## config.mk

```make
export PLATFORM = sky130hd
export DESIGN_NAME = smnl_class_scan
export DESIGN_NICKNAME = d
export VERILOG_FILES = /design/src/sv/smnl_pkg.sv /design/src/sv/smnl_class_scan.sv
export VERILOG_INCLUDE_DIRS = /design/src /design/src/sv
export SDC_FILE = /design/constraint.sdc
export NUM_CORES = 1
export LEC_CHECK = 0
export BUFFER_PORTS_ARGS = -buffer_cell sky130_fd_sc_hd__buf_2
export CORE_AREA = 2 2 137 139
export DETAILED_ROUTE_END_ITERATION = 7
export DIE_AREA = 0 0 139 141
export SETUP_SLACK_MARGIN = 0.15
export SYNTH_ARGS = -nofsm -noshare
export SYNTH_HDL_FRONTEND = slang
export SYNTH_SLANG_ARGS = --single-unit
```

## constraint.sdc

```tcl
create_clock -name clk_i -period 4.9 [get_ports clk_i]
set_input_delay 0.98 -clock clk_i [delete_from_list [all_inputs] [get_ports clk_i]]
set_output_delay 0.98 -clock clk_i [all_outputs]
set_load 0.01 [all_outputs]
```

## src/sv/som_neuron_majority_labeler_defines.svh

```systemverilog
// Assertion macros shared by the labeler modules.
`ifndef SOM_NEURON_MAJORITY_LABELER_DEFINES_SVH
`define SOM_NEURON_MAJORITY_LABELER_DEFINES_SVH

`define SMNL_ASSERT(lbl, prop, msg) \
  lbl: assert property (@(posedge clk_i) disable iff (!rst_ni) prop) else $error(msg);

`define SMNL_NEVER(lbl, expr, msg) \
  `SMNL_ASSERT(lbl, !(expr), msg)

`endif

```

## src/sv/smnl_pkg.sv

```systemverilog
package smnl_pkg;

  localparam int CLS_W     = 4;
  localparam int NEURON_W  = 10;
  localparam int CNT_OUT_W = 20;

  localparam logic [CLS_W-1:0] NUM_CLASSES_RST = 4'd12;

  typedef enum logic [1:0] {
    MODE_COUNT = 2'd0,
    MODE_QUERY = 2'd1,
    MODE_CLEAR = 2'd2
  } mode_e;

  typedef struct packed {
    logic [1:0]          mode;
    logic [NEURON_W-1:0] neuron_index;
    logic [CLS_W-1:0]    class_label;
  } in_word_t;

  typedef struct packed {
    logic [CLS_W-1:0]     winning_class;
    logic [CNT_OUT_W-1:0] winning_count;
    logic [CNT_OUT_W-1:0] unlabeled_count;
  } out_word_t;

  typedef struct packed {
    logic             start;
    logic [CLS_W-1:0] ncls;
  } scan_ctl_t;

  typedef struct packed {
    logic             done;
    logic [CLS_W-1:0] best_cls;
  } scan_sts_t;

endpackage

```

## src/sv/smnl_class_scan.sv

```systemverilog
`include "som_neuron_majority_labeler_defines.svh"

module smnl_class_scan #(
  parameter int CLASS_SLOTS = 16,
  parameter int COUNT_BITS  = 20
) (
  input  logic                                   clk_i,
  input  logic                                   rst_ni,
  input  smnl_pkg::scan_ctl_t                    ctl_i,
  input  logic [CLASS_SLOTS-1:0][COUNT_BITS-1:0] row_i,
  output smnl_pkg::scan_sts_t                    sts_o,
  output logic [COUNT_BITS-1:0]                  best_cnt_o
);

  import smnl_pkg::*;

  localparam int SW = $clog2(CLASS_SLOTS);

  logic                  active_q, active_d;
  logic                  done_q, done_d;
  logic [CLS_W-1:0]      cls_q, cls_d;
  logic [CLS_W-1:0]      ncls_q, ncls_d;
  logic [CLS_W-1:0]      best_cls_q, best_cls_d;
  logic [COUNT_BITS-1:0] best_cnt_q, best_cnt_d;
  logic [SW-1:0]         slot;
  logic [COUNT_BITS-1:0] entry;

  assign slot  = SW'(cls_q);
  assign entry = row_i[slot];

  always_comb begin
    active_d   = active_q;
    done_d     = 1'b0;
    cls_d      = cls_q;
    ncls_d     = ncls_q;
    best_cls_d = best_cls_q;
    best_cnt_d = best_cnt_q;
    if (ctl_i.start) begin
      cls_d      = CLS_W'(1);
      ncls_d     = ctl_i.ncls;
      best_cls_d = '0;
      best_cnt_d = '0;
      active_d   = (ctl_i.ncls != '0);
      done_d     = (ctl_i.ncls == '0);
    end else if (active_q) begin
      if (entry > best_cnt_q) begin
        best_cnt_d = entry;
        best_cls_d = cls_q;
      end
      if (cls_q == ncls_q) begin
        active_d = 1'b0;
        done_d   = 1'b1;
      end else begin
        cls_d = cls_q + CLS_W'(1);
      end
    end
  end

  always_ff @(posedge clk_i or negedge rst_ni) begin
    if (!rst_ni) begin
      active_q   <= 1'b0;
      done_q     <= 1'b0;
      cls_q      <= '0;
      ncls_q     <= '0;
      best_cls_q <= '0;
      best_cnt_q <= '0;
    end else begin
      active_q   <= active_d;
      done_q     <= done_d;
      cls_q      <= cls_d;
      ncls_q     <= ncls_d;
      best_cls_q <= best_cls_d;
      best_cnt_q <= best_cnt_d;
    end
  end

  assign sts_o.done     = done_q;
  assign sts_o.best_cls = best_cls_q;
  assign best_cnt_o     = best_cnt_q;

  `SMNL_ASSERT(a_no_class_no_count, best_cls_q == '0 |-> best_cnt_q == '0, "count without class")
  `SMNL_ASSERT(a_last_class_done, active_q && !ctl_i.start && cls_q == ncls_q |=> done_q && !active_q, "scan did not end")
  `SMNL_NEVER(a_done_while_active, done_q && active_q, "scan done while still active")

endmodule

```

==> flow_summary_export.csv <==
group,metric,value,unit
outcome,outcome,"completed",
synth,synth_edf_count,0,
synth,syn_area,4550,um^2
floorplan,die_w,139,um
drt,drt-vias-per-instance,5.04,
grt,antenna_found_initial,7,
setup_path,rrSetupSlack,1.0,ns
setup_path,max_stage_delay,0.72,ns
floorplan,die_h,141,um
clock_tree,root_buffer,"clkbuf_16",
setup_path,start_kind,"register",
clock_tree,cts_sinks,34,
synth,syn_area_per_cell,13.5,um^2
placement,io_buffers,351,
timing,tns,0,ns
final_layout,drive_above_1_share,70.8,%
timing,hold_ws,0.533,ns
synth,ys_seq_area_share,18.7,%
final_layout,mostFrequentLayoutCells,"buf_2, mux4_2, nand2b_1",
worst_hold_path,hold_start,"ncls_q[3]$_DFFE_PN0P_",
floorplan,core,18300,um^2
power_and_ir_drop,p_leak,0.00314,uW
placement,dp_hpwl,17000,um
worst_hold_path,whs_path_depth,1,
worst_hold_path,hold_class,"register to register",
synth,synth-seq-cells,34,
timing,setup_viol,0,
placement,pre_cts_slack,0.940,ns
clock_tree,cts_tree,"built",
grt,overflow,0,
drt,drt_iter0_drc,186,
grt,grt_pass1_wl,28900,um
synth,syn_inst,338,
power_and_ir_drop,combPwrFrac,70.9,%
timing,rsz0062_at_grt,"no",
clock_tree,clock_path_buffers,2,
setup_path,cp-end-kind,"register",
setup_path,path_class,"register to register",
timing,slew_headroom,32.8,%
power_and_ir_drop,swShare,41.4,%
synth,synthFlopType,"dfrtp_1",
clock_tree,cts_made_buffers,5,
clock_tree,cts.clk_slew.worst_paths,0.06,ns
setup_path,rr_worst_depth,10,
synth,synth_fp_nets,686,
drt,postRouteAntennaNets,0,
final_layout,layout_commonest_cell,"buf_2",
synth,synth.distinct_cells,27,
placement,place.gp.congestion,0.899,
clock_tree,cts_hold_buf,0,
timing,worst_slack,0.995,ns
drt,post_drt_wl_per_cell,21.3,um
power_and_ir_drop,p_per_area,483,nW/um^2
clock_tree,h-tree-depth,2,
final_layout,fin_util,36.5,%
synth,synthTopCellsByArea,"mux4_2, dfrtp_1, nand2b_1",
floorplan,ios,352,
synth,yosys_warnings,0,
timing,finalHoldViolCount,0,
setup_path,path_cells,"buf_4 -> mux4_2 -> mux4_2 -> ha_1 -> nand4_1 -> nor4_2 -> a21oi_1 -> a31oi_4 -> buf_4 -> mux2i_1",
clock_tree,clk_latency,0.27,ns
power_and_ir_drop,p_int,1890,uW
synth,synth_top_area_share,49.5,%
floorplan,die_area,19600,um^2
setup_path,reg2reg_from,"cls_q[0]$_DFFE_PN0P_",
worst_hold_path,whs_endpoint,"ncls_q[3]$_DFFE_PN0P_",
timing,drv_slew,0,
drt,wirelength,19400,um
timing,min_period,3.90,ns
setup_path,r2r-end,"best_cnt_o[12]$_DFFE_PN0P_",
power_and_ir_drop,p_seq_share,19.4,%
timing,finClkSkew,0.00394,ns
setup_path,slowest_stage,"dfrtp_4",
floorplan,num_rows,50,
clock_tree,cts.repair.resized,0,
clock_tree,cts_setup_buffers,0,
drt,via_count,4590,
grt,first_global_vias,4807,
grt,grt_max_degree,75,
floorplan,initial_core_util,24.9,%
power_and_ir_drop,peakVddDrop,0.206,mV
synth,yosys.area.top_type,"mux4_2",
run,drv_cap,0,
setup_path,cp_max_fo,26,
grt,grtUsageTotal,19.3,%
power_and_ir_drop,p_sw,1330,uW
final_layout,syn2layout_area_growth,46.3,%
setup_path,critPathRequiredTime,5.09,ns
drt,drc,0,
timing,max_freq,0.256,GHz
power_and_ir_drop,power.share.clock,9.7,%
synth,ys_async_sr_fraction,100,%
setup_path,cp.arrival,4.10,ns
final_layout,nets,1021,
drt,dr.pass1.iters,4,
timing,tightest_slew,1.01,ns
timing,finalCritPeriodShare,79.7,%
[layer usage]
metal / wire length (um) / GRT usage (%) / vias to the layer above
met4: 170 / 3.08 / 4
met1: 8360 / 26.8 / 2303
met2: 9330 / 31.6 / 233
li1: - / - / 2034
met3: 1540 / 4.59 / 16
met5: 24 / 0 / -
[cells in the mapped netlist (4+ instances only)]
library cell / n
nand4_1: 6
ha_1: 21
inv_1: 22
xnor2_1: 4
nand3_1: 4
mux2_2: 4
mux2i_1: 26
dfrtp_1: 34
nand2_1: 4
a21o_1: 4
clkbuf_1: 15
mux4_2: 100
a21oi_1: 11
nand2b_1: 50
buf_2: 6
buf_6: 7
[layout make-up]
cell class	instances	area, um^2
Multi-Input combinational cell	249	3430
Sequential cell	34	860
Tap cell	234	293
Inverter	22	82.6
Fill cell	1841	11600
Timing Repair Buffer	361	1840
Clock inverter	1	5.00
Clock buffer	7	143
Antenna cell	3	7.51
[cells by family after synthesis]
family / count (synthesis) / synth area share (%)
DFF: 34 / 18.7
adders and majority gates: 21 / 5.77
and+or+nand+nor: 70 / 9.26
muxes: 130 / 56.2
AOI/OAI and AO/OA: 22 / 2.80
buffers and inverters: 55 / 6.18
xor gates and xnor gates: 6 / 1.15
[flip-flops by register name (all words and copies together), names as in the netlist]
register    count
ncls_q          4
done_q          1
active_q        1
cls_q           4
best_cls_q      4
best_cnt_o     20
[worst max-delay path: cells and delay by family, from the launching register on]
| kind | cells | cell delay [ns] |
|---|---|---|
| multiplexers | 3 | 1.29 |
| AO/OA/AOI/OAI | 2 | 0.35 |
| flip-flops | 1 | 0.72 |
| AND/OR/NAND/NOR | 2 | 0.53 |
| buffers and inverters | 2 | 0.58 |
| adder cells (fa/ha/maj) | 1 | 0.32 |
[metrics by stage]
step | instances | total power [uW] | cell area, um^2
2_1_floorplan | 338 | 2310 | 4550
5_1_grt | 909 | 3490 | 6660
3_5_place_dp | 900 | 2950 | 6510
4_1_cts | 908 | 3280 | 6660
3_3_place_gp | 900 | 2920 | 6510
6_report | 911 | 3220 | 6670
[worst max path at each step]
| stage | from | depth (start not counted) | endpoint | slack [ns] |
|---|---|---|---|---|
| finish | cls_q[0]$_DFFE_PN0P_ | 10 | best_cnt_o[12]$_DFFE_PN0P_ | 1.0 |
| global route | cls_q[0]$_DFFE_PN0P_ | 10 | best_cnt_o[12]$_DFFE_PN0P_ | 0.74 |
| CTS | cls_q[0]$_DFFE_PN0P_ | 10 | best_cnt_o[12]$_DFFE_PN0P_ | 0.91 |
| detailed placement | cls_q[0]$_DFFE_PN0P_ | 10 | best_cnt_o[12]$_DFFE_PN0P_ | 0.94 |
| global placement | cls_q[0]$_DFFE_PN0P_ | 10 | best_cnt_o[16]$_DFFE_PN0P_ | 0.97 |
| floorplan | row_i[319] | 9 | best_cls_q[0]$_DFFE_PN0P_ | 1.25 |
[power groups by stage]
| stage | Clock, uW | Sequential [uW] | Combinational, uW |
|---|---|---|---|
| floorplan | 0 | 446 | 1860 |
| global placement | 0 | 638 | 2280 |
| detailed placement | 0 | 641 | 2310 |
| CTS | 321 | 637 | 2320 |
| global route | 330 | 659 | 2500 |
| finish | 312 | 625 | 2280 |
(Power assumes the default switching activity.)
